$ cat config.mk
export PLATFORM = sky130hd
export DESIGN_NAME = ps2_mouse_packet_cursor_tracker
export DESIGN_NICKNAME = d
export VERILOG_FILES = /design/src/design/ps2mt_pkg.sv /design/src/design/ps2_mouse_packet_cursor_tracker.sv /design/src/design/ps2mt_in_reg.sv /design/src/design/ps2mt_decode.sv /design/src/design/ps2mt_out_reg.sv
export SDC_FILE = /design/constraint.sdc
export NUM_CORES = 1
export LEC_CHECK = 0
export ABC_AREA = 1
export BUFFER_PORTS_ARGS = -buffer_cell sky130_fd_sc_hd__buf_4
export CORE_MARGIN = 1.5
export CORE_UTILIZATION = 50
export CTS_BUF_LIST = sky130_fd_sc_hd__clkbuf_2
export CTS_CLUSTER_DIAMETER = 30
export DETAILED_ROUTE_END_ITERATION = 10
export GPL_TIMING_DRIVEN = 0
export PLACE_DENSITY = 0.77
export SYNTH_ARGS = -nofsm -noshare
export SYNTH_HDL_FRONTEND = slang
export SYNTH_SLANG_ARGS = --single-unit
$ cat constraint.sdc
create_clock -name clk -period 4.8 [get_ports clk]
set_input_delay 0.96 -clock clk [delete_from_list [all_inputs] [get_ports clk]]
set_output_delay 0.96 -clock clk [all_outputs]
set_load 0.02 [all_outputs]
$ cat src/design/ps2mt_pkg.sv
// ----------------------------------------------------------------------------
// PS/2 mouse cursor tracker package
// Shared constants, register indexes and the byte item type.
// ----------------------------------------------------------------------------
package ps2mt_pkg;

    localparam int COORD_BITS_DEF = 12;
    localparam int SIZE_BITS      = 13;
    localparam int CFG_INDEX_BITS = 2;
    localparam int BUTTON_BITS    = 3;
    localparam int SYNC_BIT       = 3;

    localparam logic [CFG_INDEX_BITS-1:0] REG_SCREEN_WIDTH  = 2'd0;
    localparam logic [CFG_INDEX_BITS-1:0] REG_SCREEN_HEIGHT = 2'd1;

    localparam logic [SIZE_BITS-1:0] SCREEN_WIDTH_RST  = 13'd1024;
    localparam logic [SIZE_BITS-1:0] SCREEN_HEIGHT_RST = 13'd768;

    typedef struct packed {
        logic       valid;
        logic [7:0] data;
    } byte_item_t;

endpackage

$ cat src/design/ps2_mouse_packet_cursor_tracker.sv
// ----------------------------------------------------------------------------
// PS/2 mouse packet cursor tracker
// Decodes three-byte mouse packets into a clamped cursor and button report.
// ----------------------------------------------------------------------------
// Raw mouse bytes enter on in_valid/in_ready with rx_byte. A byte offered as
// the first byte of a packet is dropped unless its bit 3 is set. Every third
// byte completes a packet and yields one item on out_valid/out_ready with
// cursor_x, cursor_y and buttons.
// A byte is registered at the input, decoded and applied to the cursor in
// the next cycle unless the output stalls, and the report is registered at
// the output. One byte is taken in every cycle unless the output stalls.
// The screen size is set through cfg_valid/cfg_ready with cfg_index and
// cfg_data; cfg_ready is always high. A write to either size recentres the
// cursor and keeps the packet position. Writes are to be made while idle;
// the block does not enforce it. Reset puts the size at 1024 by 768,
// centres the cursor and waits for a first byte. While the receiver
// stalls, the report holds and the input keeps taking bytes until a
// second report is ready behind it.
// ----------------------------------------------------------------------------
module ps2_mouse_packet_cursor_tracker
    import ps2mt_pkg::*;
#(
    parameter int COORD_BITS = COORD_BITS_DEF
)
(
    input  logic                      clk,
    input  logic                      rst_n,
    input  logic                      in_valid,
    output logic                      in_ready,
    input  logic [7:0]                rx_byte,
    output logic                      out_valid,
    input  logic                      out_ready,
    output logic [COORD_BITS-1:0]     cursor_x,
    output logic [COORD_BITS-1:0]     cursor_y,
    output logic [BUTTON_BITS-1:0]    buttons,
    input  logic                      cfg_valid,
    output logic                      cfg_ready,
    input  logic [CFG_INDEX_BITS-1:0] cfg_index,
    input  logic [SIZE_BITS-1:0]      cfg_data
);

    byte_item_t             item;
    logic                   take;
    logic                   res_valid;
    logic                   res_ready;
    logic [COORD_BITS-1:0]  res_x;
    logic [COORD_BITS-1:0]  res_y;
    logic [BUTTON_BITS-1:0] res_buttons;

    assign cfg_ready = 1'b1;

    ps2mt_in_reg u_in_reg (
        .clk      (clk),
        .rst_n    (rst_n),
        .in_valid (in_valid),
        .in_ready (in_ready),
        .rx_byte  (rx_byte),
        .take     (take),
        .item     (item)
    );

    ps2mt_decode #(
        .COORD_BITS (COORD_BITS)
    ) u_decode (
        .clk         (clk),
        .rst_n       (rst_n),
        .cfg_valid   (cfg_valid),
        .cfg_index   (cfg_index),
        .cfg_data    (cfg_data),
        .item        (item),
        .res_ready   (res_ready),
        .take        (take),
        .res_valid   (res_valid),
        .res_x       (res_x),
        .res_y       (res_y),
        .res_buttons (res_buttons)
    );

    ps2mt_out_reg #(
        .COORD_BITS (COORD_BITS)
    ) u_out_reg (
        .clk         (clk),
        .rst_n       (rst_n),
        .res_valid   (res_valid),
        .res_x       (res_x),
        .res_y       (res_y),
        .res_buttons (res_buttons),
        .res_ready   (res_ready),
        .out_valid   (out_valid),
        .out_ready   (out_ready),
        .cursor_x    (cursor_x),
        .cursor_y    (cursor_y),
        .buttons     (buttons)
    );

endmodule

$ cat src/design/ps2mt_in_reg.sv
// ----------------------------------------------------------------------------
// PS/2 mouse cursor tracker input register
// Holds one received byte until the decoder takes it.
// ----------------------------------------------------------------------------
module ps2mt_in_reg
    import ps2mt_pkg::*;
(
    input  logic       clk,
    input  logic       rst_n,
    input  logic       in_valid,
    output logic       in_ready,
    input  logic [7:0] rx_byte,
    input  logic       take,
    output byte_item_t item
);

    logic       valid_reg;
    logic       valid_next;
    logic [7:0] data_reg;

    assign in_ready = !valid_reg || take;

    always_comb
    begin
        valid_next = valid_reg;
        if (in_valid && in_ready)
        begin
            valid_next = 1'b1;
        end
        else if (take)
        begin
            valid_next = 1'b0;
        end
    end

    always_ff @(posedge clk or negedge rst_n)
    begin
        if (!rst_n)
        begin
            valid_reg <= 1'b0;
        end
        else
        begin
            valid_reg <= valid_next;
        end
    end

    always_ff @(posedge clk)
    begin
        if (in_valid && in_ready)
        begin
            data_reg <= rx_byte;
        end
    end

    assign item.valid = valid_reg;
    assign item.data  = data_reg;

endmodule

$ cat src/design/ps2mt_decode.sv
// ----------------------------------------------------------------------------
// PS/2 mouse cursor tracker packet decoder
// Assembles three-byte packets, moves and clamps the cursor, and holds the
// screen size registers.
// ----------------------------------------------------------------------------
module ps2mt_decode
    import ps2mt_pkg::*;
#(
    parameter int COORD_BITS = COORD_BITS_DEF
)
(
    input  logic                      clk,
    input  logic                      rst_n,
    input  logic                      cfg_valid,
    input  logic [CFG_INDEX_BITS-1:0] cfg_index,
    input  logic [SIZE_BITS-1:0]      cfg_data,
    input  byte_item_t                item,
    input  logic                      res_ready,
    output logic                      take,
    output logic                      res_valid,
    output logic [COORD_BITS-1:0]     res_x,
    output logic [COORD_BITS-1:0]     res_y,
    output logic [BUTTON_BITS-1:0]    res_buttons
);

    localparam int CB = COORD_BITS;
    localparam int W  = (CB + 1 > SIZE_BITS) ? CB + 1 : SIZE_BITS;

    localparam logic [1:0] POS_HEADER = 2'd0;
    localparam logic [1:0] POS_X      = 2'd1;
    localparam logic [1:0] POS_Y      = 2'd2;

    function automatic logic [CB-1:0] axis_limit(input logic [SIZE_BITS-1:0] size);
        logic [W-1:0] cap;
        logic [W-1:0] sz;
        cap = W'(1) << CB;
        sz  = W'(size);
        if (sz > cap)
        begin
            sz = cap;
        end
        if (sz == '0)
        begin
            axis_limit = '0;
        end
        else
        begin
            axis_limit = CB'(sz - W'(1));
        end
    endfunction

    function automatic logic [CB-1:0] axis_centre(input logic [SIZE_BITS-1:0] size);
        logic [W-1:0]  half;
        logic [CB-1:0] lim;
        half = W'(size >> 1);
        lim  = axis_limit(size);
        if (half > W'(lim))
        begin
            axis_centre = lim;
        end
        else
        begin
            axis_centre = CB'(half);
        end
    endfunction

    function automatic logic [CB-1:0] axis_clamp(input logic signed [CB+1:0] v,
                                                 input logic [CB-1:0] lim);
        if (v < 0)
        begin
            axis_clamp = '0;
        end
        else if (v > $signed({2'b00, lim}))
        begin
            axis_clamp = lim;
        end
        else
        begin
            axis_clamp = v[CB-1:0];
        end
    endfunction

    localparam logic [CB-1:0] LIM_X_RST = axis_limit(SCREEN_WIDTH_RST);
    localparam logic [CB-1:0] LIM_Y_RST = axis_limit(SCREEN_HEIGHT_RST);
    localparam logic [CB-1:0] POS_X_RST = axis_centre(SCREEN_WIDTH_RST);
    localparam logic [CB-1:0] POS_Y_RST = axis_centre(SCREEN_HEIGHT_RST);

    logic [1:0]           bp_reg;
    logic [1:0]           bp_next;
    logic [7:0]           header_reg;
    logic [7:0]           header_next;
    logic [7:0]           xdelta_reg;
    logic [7:0]           xdelta_next;
    logic [CB-1:0]        pos_x_reg;
    logic [CB-1:0]        pos_x_next;
    logic [CB-1:0]        pos_y_reg;
    logic [CB-1:0]        pos_y_next;
    logic [SIZE_BITS-1:0] width_reg;
    logic [SIZE_BITS-1:0] width_next;
    logic [SIZE_BITS-1:0] height_reg;
    logic [SIZE_BITS-1:0] height_next;
    logic [CB-1:0]        lim_x_reg;
    logic [CB-1:0]        lim_x_next;
    logic [CB-1:0]        lim_y_reg;
    logic [CB-1:0]        lim_y_next;

    logic                 completes;
    logic signed [CB+1:0] sum_x;
    logic signed [CB+1:0] sum_y;
    logic [CB-1:0]        step_x;
    logic [CB-1:0]        step_y;

    // Position 3 cannot occur, but is treated like the last byte.
    assign completes = bp_reg[1];
    assign take      = item.valid && (!completes || res_ready);
    assign res_valid = take && completes;

    always_comb
    begin
        sum_x  = $signed({2'b00, pos_x_reg}) + (CB+2)'($signed(xdelta_reg));
        sum_y  = $signed({2'b00, pos_y_reg}) - (CB+2)'($signed(item.data));
        step_x = axis_clamp(sum_x, lim_x_reg);
        step_y = axis_clamp(sum_y, lim_y_reg);
    end

    assign res_x       = step_x;
    assign res_y       = step_y;
    assign res_buttons = header_reg[BUTTON_BITS-1:0];

    always_comb
    begin
        bp_next     = bp_reg;
        header_next = header_reg;
        xdelta_next = xdelta_reg;
        pos_x_next  = pos_x_reg;
        pos_y_next  = pos_y_reg;
        width_next  = width_reg;
        height_next = height_reg;
        lim_x_next  = lim_x_reg;
        lim_y_next  = lim_y_reg;
        priority if (cfg_valid && cfg_index == REG_SCREEN_WIDTH)
        begin
            width_next = cfg_data;
            lim_x_next = axis_limit(cfg_data);
            pos_x_next = axis_centre(cfg_data);
            pos_y_next = axis_centre(height_reg);
        end
        else if (cfg_valid && cfg_index == REG_SCREEN_HEIGHT)
        begin
            height_next = cfg_data;
            lim_y_next  = axis_limit(cfg_data);
            pos_x_next  = axis_centre(width_reg);
            pos_y_next  = axis_centre(cfg_data);
        end
        else if (take)
        begin
            unique case (bp_reg)
                POS_HEADER:
                begin
                    if (item.data[SYNC_BIT])
                    begin
                        header_next = item.data;
                        bp_next     = POS_X;
                    end
                end
                POS_X:
                begin
                    xdelta_next = item.data;
                    bp_next     = POS_Y;
                end
                default:
                begin
                    bp_next    = POS_HEADER;
                    pos_x_next = step_x;
                    pos_y_next = step_y;
                end
            endcase
        end
    end

    always_ff @(posedge clk or negedge rst_n)
    begin
        if (!rst_n)
        begin
            bp_reg     <= POS_HEADER;
            header_reg <= '0;
            xdelta_reg <= '0;
            pos_x_reg  <= POS_X_RST;
            pos_y_reg  <= POS_Y_RST;
            width_reg  <= SCREEN_WIDTH_RST;
            height_reg <= SCREEN_HEIGHT_RST;
            lim_x_reg  <= LIM_X_RST;
            lim_y_reg  <= LIM_Y_RST;
        end
        else
        begin
            bp_reg     <= bp_next;
            header_reg <= header_next;
            xdelta_reg <= xdelta_next;
            pos_x_reg  <= pos_x_next;
            pos_y_reg  <= pos_y_next;
            width_reg  <= width_next;
            height_reg <= height_next;
            lim_x_reg  <= lim_x_next;
            lim_y_reg  <= lim_y_next;
        end
    end

endmodule

$ cat src/design/ps2mt_out_reg.sv
// ----------------------------------------------------------------------------
// PS/2 mouse cursor tracker result register
// Holds one cursor report until the receiver takes it.
// ----------------------------------------------------------------------------
module ps2mt_out_reg
    import ps2mt_pkg::*;
#(
    parameter int COORD_BITS = COORD_BITS_DEF
)
(
    input  logic                   clk,
    input  logic                   rst_n,
    input  logic                   res_valid,
    input  logic [COORD_BITS-1:0]  res_x,
    input  logic [COORD_BITS-1:0]  res_y,
    input  logic [BUTTON_BITS-1:0] res_buttons,
    output logic                   res_ready,
    output logic                   out_valid,
    input  logic                   out_ready,
    output logic [COORD_BITS-1:0]  cursor_x,
    output logic [COORD_BITS-1:0]  cursor_y,
    output logic [BUTTON_BITS-1:0] buttons
);

    logic                   valid_reg;
    logic                   valid_next;
    logic [COORD_BITS-1:0]  x_reg;
    logic [COORD_BITS-1:0]  y_reg;
    logic [BUTTON_BITS-1:0] buttons_reg;

    assign res_ready = !valid_reg || out_ready;

    always_comb
    begin
        valid_next = valid_reg;
        if (res_valid)
        begin
            valid_next = 1'b1;
        end
        else if (out_ready)
        begin
            valid_next = 1'b0;
        end
    end

    always_ff @(posedge clk or negedge rst_n)
    begin
        if (!rst_n)
        begin
            valid_reg <= 1'b0;
        end
        else
        begin
            valid_reg <= valid_next;
        end
    end

    always_ff @(posedge clk)
    begin
        if (res_valid)
        begin
            x_reg       <= res_x;
            y_reg       <= res_y;
            buttons_reg <= res_buttons;
        end
    end

    assign out_valid = valid_reg;
    assign cursor_x  = x_reg;
    assign cursor_y  = y_reg;
    assign buttons   = buttons_reg;

endmodule

## Yosys cells after proc, flatten, opt, wreduce, memory -nomap -nowiden

Cells that the tools add are included.

| word-level totals | value |
|---|---|
| output and inout bits | 30 |
| bits in registers | 124 |

| operators by class | value |
|---|---|
| bitwise logic cells | 2 |
| $lt $le $gt $ge | 11 |
| reductions and logical operators | 26 |
| equal/unequal tests | 4 |
| add/subtract/negate cells | 6 |
| mux-type cells | 41 |

Operators by type and width:

| kind | number |
|---|---|
| $mux 12 | 26 |
| $mux 13 | 9 |
| $logic_not 13->1 | 4 |
| $gt 12x12->1 | 4 |
| $sub 12x1->12 const B | 4 |
| $gt 13x13->1 const B | 3 |
| $gt 14x13->1 | 2 |
| $lt 14x1->1 const B | 2 |
| $add 13x8->14 | 1 |
| $sub 13x8->14 | 1 |
| $reduce_and 4->1 | 2 |
| $logic_and 1x1->1 | 5 |
| $reduce_and 5->1 | 1 |
| $eq 2x1->1 const B | 2 |
| $logic_not 2->1 | 2 |
| $mux 1 | 4 |
| $pmux 2 s2 | 1 |
| $reduce_and 2->1 | 2 |
| $reduce_bool 2->1 | 2 |
| $logic_not 1->1 | 3 |
| $logic_or 1x1->1 | 3 |
| $ne 3x1->1 const B | 1 |
| $reduce_bool 3->1 | 1 |
| $mux 2 | 1 |
| 3 further kinds | 4 |

## Depth between registers and ports, before layout

| logic depth | value |
|---|---|
| word-level depth | 12 |
| mapped depth | 32 |
| gate-level depth less buffers | 30 |

## Cells and area by module

A second synthesis with hierarchy kept.

| unflattened totals | value |
|---|---|
| cells, all modules | 1,392 |
| area total of the unflattened synthesis | 9,868.2 um^2 |

Modules (own cells, without submodules):

| module | area each (um^2) | cells an instance | sequential area each (um^2) | instances |
|---|---|---|---|---|
| ps2mt_decode | 8,708.4 | 1,343 | 2,208.4 | 1 |
| ps2mt_out_reg | 855.8 | 32 | 835.8 | 1 |
| ps2mt_in_reg | 292.8 | 15 | 265.3 | 1 |
| ps2_mouse_packet_cursor_tracker | 11.3 | 2 | 0.0 | 1 |

## Least setup slack after synthesis

No wires, ideal clock.

| timing path | value |
|---|---|
| kind | input -> register |
| start | in cfg_data[3] |
| end | reg u_decode.pos_x_reg[7] |
| setup slack | 0.801 ns |
| buffers on the path | 3 |
| setup time | 0.117 ns |
| required time | 4.683 ns |
| stages | 28 |
| arrival | 3.882 ns |
| cells stage by stage | buf_6 nor2_1 nand2_1 nor2_2 nand2_2 nand2_4 inv_1 nor2_1 inv_1 ha_1 nand4_1 nor3_1 nand2_1 inv_2 nand2_4 buf_12 nand3_1 ha_1 nand4_1 nor2_1 inv_1 o21ai_2 buf_2 nand2_1 nand3_1 nand3_1 nor2_1 nor2_1 |

| between the ends | value |
|---|---|
| cells in the longest elaborated chain, start to end | 9 |
| elaborated cells between the ends (all ways) | 10 |

Ends and longest elaborated chain:

| item | line | source |
|---|---|---|
| start: declaration | ps2_mouse_packet_cursor_tracker.sv:39 | `input logic [SIZE_BITS-1:0] cfg_data` |
| $gt 13x13->1 | ps2mt_decode.sv:38 | `if (sz > cap)` |
| $mux 13 | ps2mt_decode.sv:38 |  |
| $mux 13 | ps2mt_decode.sv:141 | `priority if (cfg_valid && cfg_index == REG_SCREEN_WIDTH)` |
| $sub 12x1->12 / $logic_not 13->1 (equally long branches) | ps2mt_decode.sv:48, ps2mt_decode.sv:42 |  |
| $mux 12 | ps2mt_decode.sv:42 | `if (sz == '0)` |
| $mux 12 | ps2mt_decode.sv:141 |  |
| $gt 12x12->1 | ps2mt_decode.sv:57 | `if (half > W'(lim))` |
| $mux 12 * | ps2mt_decode.sv:57 |  |
| $mux 12 * | ps2mt_decode.sv:141 |  |
| end signal: assignment | ps2mt_decode.sv:200 | `pos_x_reg <= pos_x_next;` |
| end: declaration | ps2mt_decode.sv:94 | `logic [CB-1:0] pos_x_reg;` |

Every way passes the cells marked *; elsewhere a longest branch is shown, timed or not. The select of a mux whose other input is x is not followed.
A chain may end at the register's enable or synchronous reset.

## Worst setup path after layout

| timing path | value |
|---|---|
| start | reg u_decode.height_reg[6] |
| end | reg u_decode.pos_y_reg[4] |

| between the ends | value |
|---|---|
| cells in the longest elaborated chain, start to end | 9 |
| elaborated cells between the ends (all ways) | 10 |

Ends and longest elaborated chain:

| item | line | source |
|---|---|---|
| start: declaration | ps2mt_decode.sv:100 | `logic [SIZE_BITS-1:0] height_reg;` |
| start signal: assignment | ps2mt_decode.sv:203 | `height_reg <= height_next;` |
| $gt 13x13->1 | ps2mt_decode.sv:38 |  |
| $mux 13 | ps2mt_decode.sv:38 |  |
| $mux 13 | ps2mt_decode.sv:141 |  |
| $sub 12x1->12 / $logic_not 13->1 (equally long branches) | ps2mt_decode.sv:48, ps2mt_decode.sv:42 |  |
| $mux 12 | ps2mt_decode.sv:42 |  |
| $mux 12 | ps2mt_decode.sv:141 |  |
| $gt 12x12->1 | ps2mt_decode.sv:57 |  |
| $mux 12 * | ps2mt_decode.sv:57 |  |
| $mux 12 * | ps2mt_decode.sv:141 |  |
| end signal: assignment | ps2mt_decode.sv:201 | `pos_y_reg <= pos_y_next;` |
| end: declaration | ps2mt_decode.sv:96 | `logic [CB-1:0] pos_y_reg;` |

Marked as above.

==> impl_metrics.csv <==
group,metric,value,unit
global_route,antenna_found_initial,1,
timing,worst_slack,0.442,ns
critical_path,crit-reg2reg-launch,"u_decode.height_reg[6]",
place,io_buffer_count,56,
global_route,grt_start_max_net_pins,90,
synthesis,synth_top_cell_by_area,"dfrtp_1",
timing,min_period,4.36,ns
synthesis,synth_edf_count,35,
critical_path,r2r_setup_slack,0.44,ns
cells_and_area,fin_nets,1627,
detailed_routing,vias_per_cell,5.56,
timing,rsz0062_at_grt,"false",
detailed_routing,vias,9927,
critical_path,crit_type,"flip-flop to flip-flop",
power,ir_worst_vdd,0.387,mV
critical_path,crit_fanout,10,
clocking,max-clock-path-buffers,2,
timing,clock_skew,0.0408,ns
synthesis,seq_area_frac_synth,32.6,%
power,switching_share,52.1,%
place,place_area,0.0109,mm^2
synthesis,synth_top_area_share,15.8,%
clocking,h-tree-depth,4,
critical_path,cp-end-kind,"flip-flop",
place,dp_hpwl,22300,um
timing,whs,0.378,ns
global_route,track_usage,27.2,%
power,cellPowerDensity,644,mW/mm^2
synthesis,syn_inst,1430,
power,seq_power_share,24.2,%
cells_and_area,design_area,0.0111,mm^2
floorplanning,die-area,0.0212,mm^2
job,drv_cap,0,
detailed_routing,firstDrtPassIters,6,
synthesis,synthArstFlopShare,71.8,%
timing,timing.fmax,229,MHz
critical_path,worst_setup_path_start_kind,"flip-flop",
timing,setup_tns,0,ns
timing,fin_crit_sh,90.8,%
global_route,grt-ovfl-total,0,
clocking,cts_tree,"yes",
critical_path,arrival,5.02,ns
synthesis,yosysWarnings,0,
clocking,numCtsBuffers,17,
detailed_routing,drc_errors,0,
floorplanning,rows,51,
synthesis,synthMostInstantiatedCell,"nand2_1",
synthesis,ys_seq_elements,124,
floorplanning,initial_core_util,51.6,%
clocking,clk_latency,0.74,ns
floorplanning,die_y,145,um
synthesis,yosys-top-cells-area,"dfrtp_1 16%, nand2_1 15%, ha_1 11%",
power,p_sw,3.74,mW
floorplanning,die_width,145,um
place,gp_congestion,0.967,
power,p_leak,5.62,nW
power,p_int,3.44,mW
synthesis,synth_ff_type,"dfrtp_1",
floorplanning,core_area,0.0197,mm^2
floorplanning,pin_count,58,
critical_path,critPathLaunch,"u_decode.height_reg[6]",
detailed_routing,drt_iter0_drc,944,
power,p_clk_share,9.0,%
power,comb_power_share,66.8,%
timing,slew_headroom,23.6,%
cells_and_area,area_growth,9.78,%
cells_and_area,final_layout_size_suffix_gt1_share,13.1,%
critical_path,critPathCapture,"u_decode.pos_y_reg[4]",
synthesis,synth_common_cells,"398 x nand2_1, 183 x inv_1, 144 x nor2_1",
hold_path,hp-class,"primary input to flip-flop",
cells_and_area,multiInputGateArea,0.00587,mm^2
clocking,root_buffer,"clkbuf_2",
clocking,cts.sinks,124,
timing,hold_violations,0,
critical_path,required,5.46,ns
place,dp_slack,-0.183,ns
clocking,cts.clk_slew.worst_paths,0.21,ns
timing,worstMarginPinSlew,1.15,ns
cells_and_area,fillers,1905,
critical_path,reg2reg_depth,24,
cells_and_area,regArea,0.00331,mm^2
cells_and_area,final_core_util,56.7,%
critical_path,reg2reg_to,"u_decode.pos_y_reg[4]",
synthesis,avgSynthCellArea,7.10,um^2
outcome,status,"finished, final reports clean",
synthesis,synthDistinctLibCells,53,
detailed_routing,drtAntennaViolNets,0,
global_route,grt_pass1_wl,46100,um
synthesis,syn-num-nets,1552,
timing,setup_viol,0,
global_route,grt_pass1_vias,9327,
synthesis,synth_area,0.0101,mm^2
timing,slew_violations,0,
detailed_routing,wirelength,28400,um
detailed_routing,avgRoutedWirePerCell,15.9,um
-- layer usage --
| metal | vias up | wire (um) | track usage [%] | share of wire, % |
|---|---|---|---|---|
| met5 | - | 0 | 0 | 0 |
| met4 | 0 | 800 | 9.95 | 2.8 |
| met3 | 66 | 2000 | 4.01 | 7.0 |
| met2 | 381 | 13000 | 43.8 | 46 |
| met1 | 4633 | 12500 | 37.0 | 44 |
| li1 | 4847 | - | - | - |
-- cell type report --
type / instances / share of cell area (%)
tap: 265 / 2.98
multi-input combinational: 1073 / 52.7
sequential: 124 / 29.7
inverter: 188 / 6.33
buffer: 45 / 2.43
antenna: 1 / 0.0225
clock buffer: 18 / 0.809
timing repair buffer: 56 / 3.77
clock inverter: 14 / 1.22
-- critical path: stages, from the launching register on --
cell and delay, ns:
dfrtp_1 0.53, inv_1 0.10, nand2_1 0.15, nor2_1 0.06
nand2_1 0.08, nand2_2 0.08, buf_4 0.18, nand2_1 0.11
ha_1 0.17, nand4_1 0.13, nor3b_1 0.25, nand3_1 0.15
buf_4 0.21, nand3_1 0.12, ha_1 0.25, a21oi_1 0.16
nor2_1 0.06, nor3b_1 0.25, nand2_1 0.12, o21bai_2 0.36
o21ai_0 0.25, a21oi_1 0.18, nand2_1 0.13, nor2_1 0.15
nor2_1 0.05
-- power by group through the flow --
stage	logic, mW	clock network [mW]	registers [mW]
6_report	4.79	0.648	1.73
5_1_grt	5.45	0.709	1.77
4_1_cts	4.72	0.663	1.73
3_5_place_dp	4.69	0	1.75
3_3_place_gp	4.55	0	1.75
2_1_floorplan	3.52	0	1.74
-- cells by family after synthesis --
| group | synth area share (%) |
|---|---|
| AND/OR/NAND/NOR | 32.4 |
| buffers and inverters | 9.62 |
| AO/OA/AOI/OAI | 12.0 |
| flip-flops | 32.6 |
| adder cells (fa/ha/maj) | 11.7 |
| XOR/XNOR | 1.55 |
| other | 0.0370 |
-- through the flow --
stage	std cells	total power, mW
6_report	1784	7.17
5_1_grt	1784	7.92
4_1_cts	1783	7.11
3_5_place_dp	1751	6.44
3_3_place_gp	1751	6.29
2_1_floorplan	1430	5.26
-- timing repair --
item / in CTS / in global routing
hold buffers: 0 / 0
endpoints found under the setup margin: 0 / 5
resized for setup: 0 / 1
setup buffers: 0 / 0
-- cell usage in the layout (no fill, tap or decap), types with 19 or more instances in the layout --
cell type / netlist / final
clkbuf_1: 21 / 21
nor2_1: 144 / 143
dfrtp_1: 64 / 64
clkbuf_2: 1 / 19
nand2_1: 398 / 398
dfstp_2: 25 / 25
nand4_1: 46 / 46
inv_1: 183 / 183
buf_4: 6 / 62
a21oi_1: 82 / 82
ha_1: 92 / 92
o21ai_0: 88 / 88
edfxtp_1: 35 / 35
nand3_1: 96 / 96
-- worst min path at each step --
stage | depth (start not counted) | endpoint | start | slack [ns]
final | 1 | u_in_reg.data_reg[5] | rx_byte[5] | 0.38
after global routing | 1 | u_in_reg.data_reg[5] | rx_byte[5] | 0.31
after CTS | 1 | u_in_reg.data_reg[5] | rx_byte[5] | 0.32
after detailed placement | 0 | u_out_reg.buttons[1] | u_decode.header_reg[1] | 0.43
after global placement | 0 | u_out_reg.buttons[1] | u_decode.header_reg[1] | 0.43
after floorplan | 0 | u_out_reg.buttons[0] | u_decode.header_reg[0] | 0.43
No activity file was read; power rests on OpenSTA's default activity.
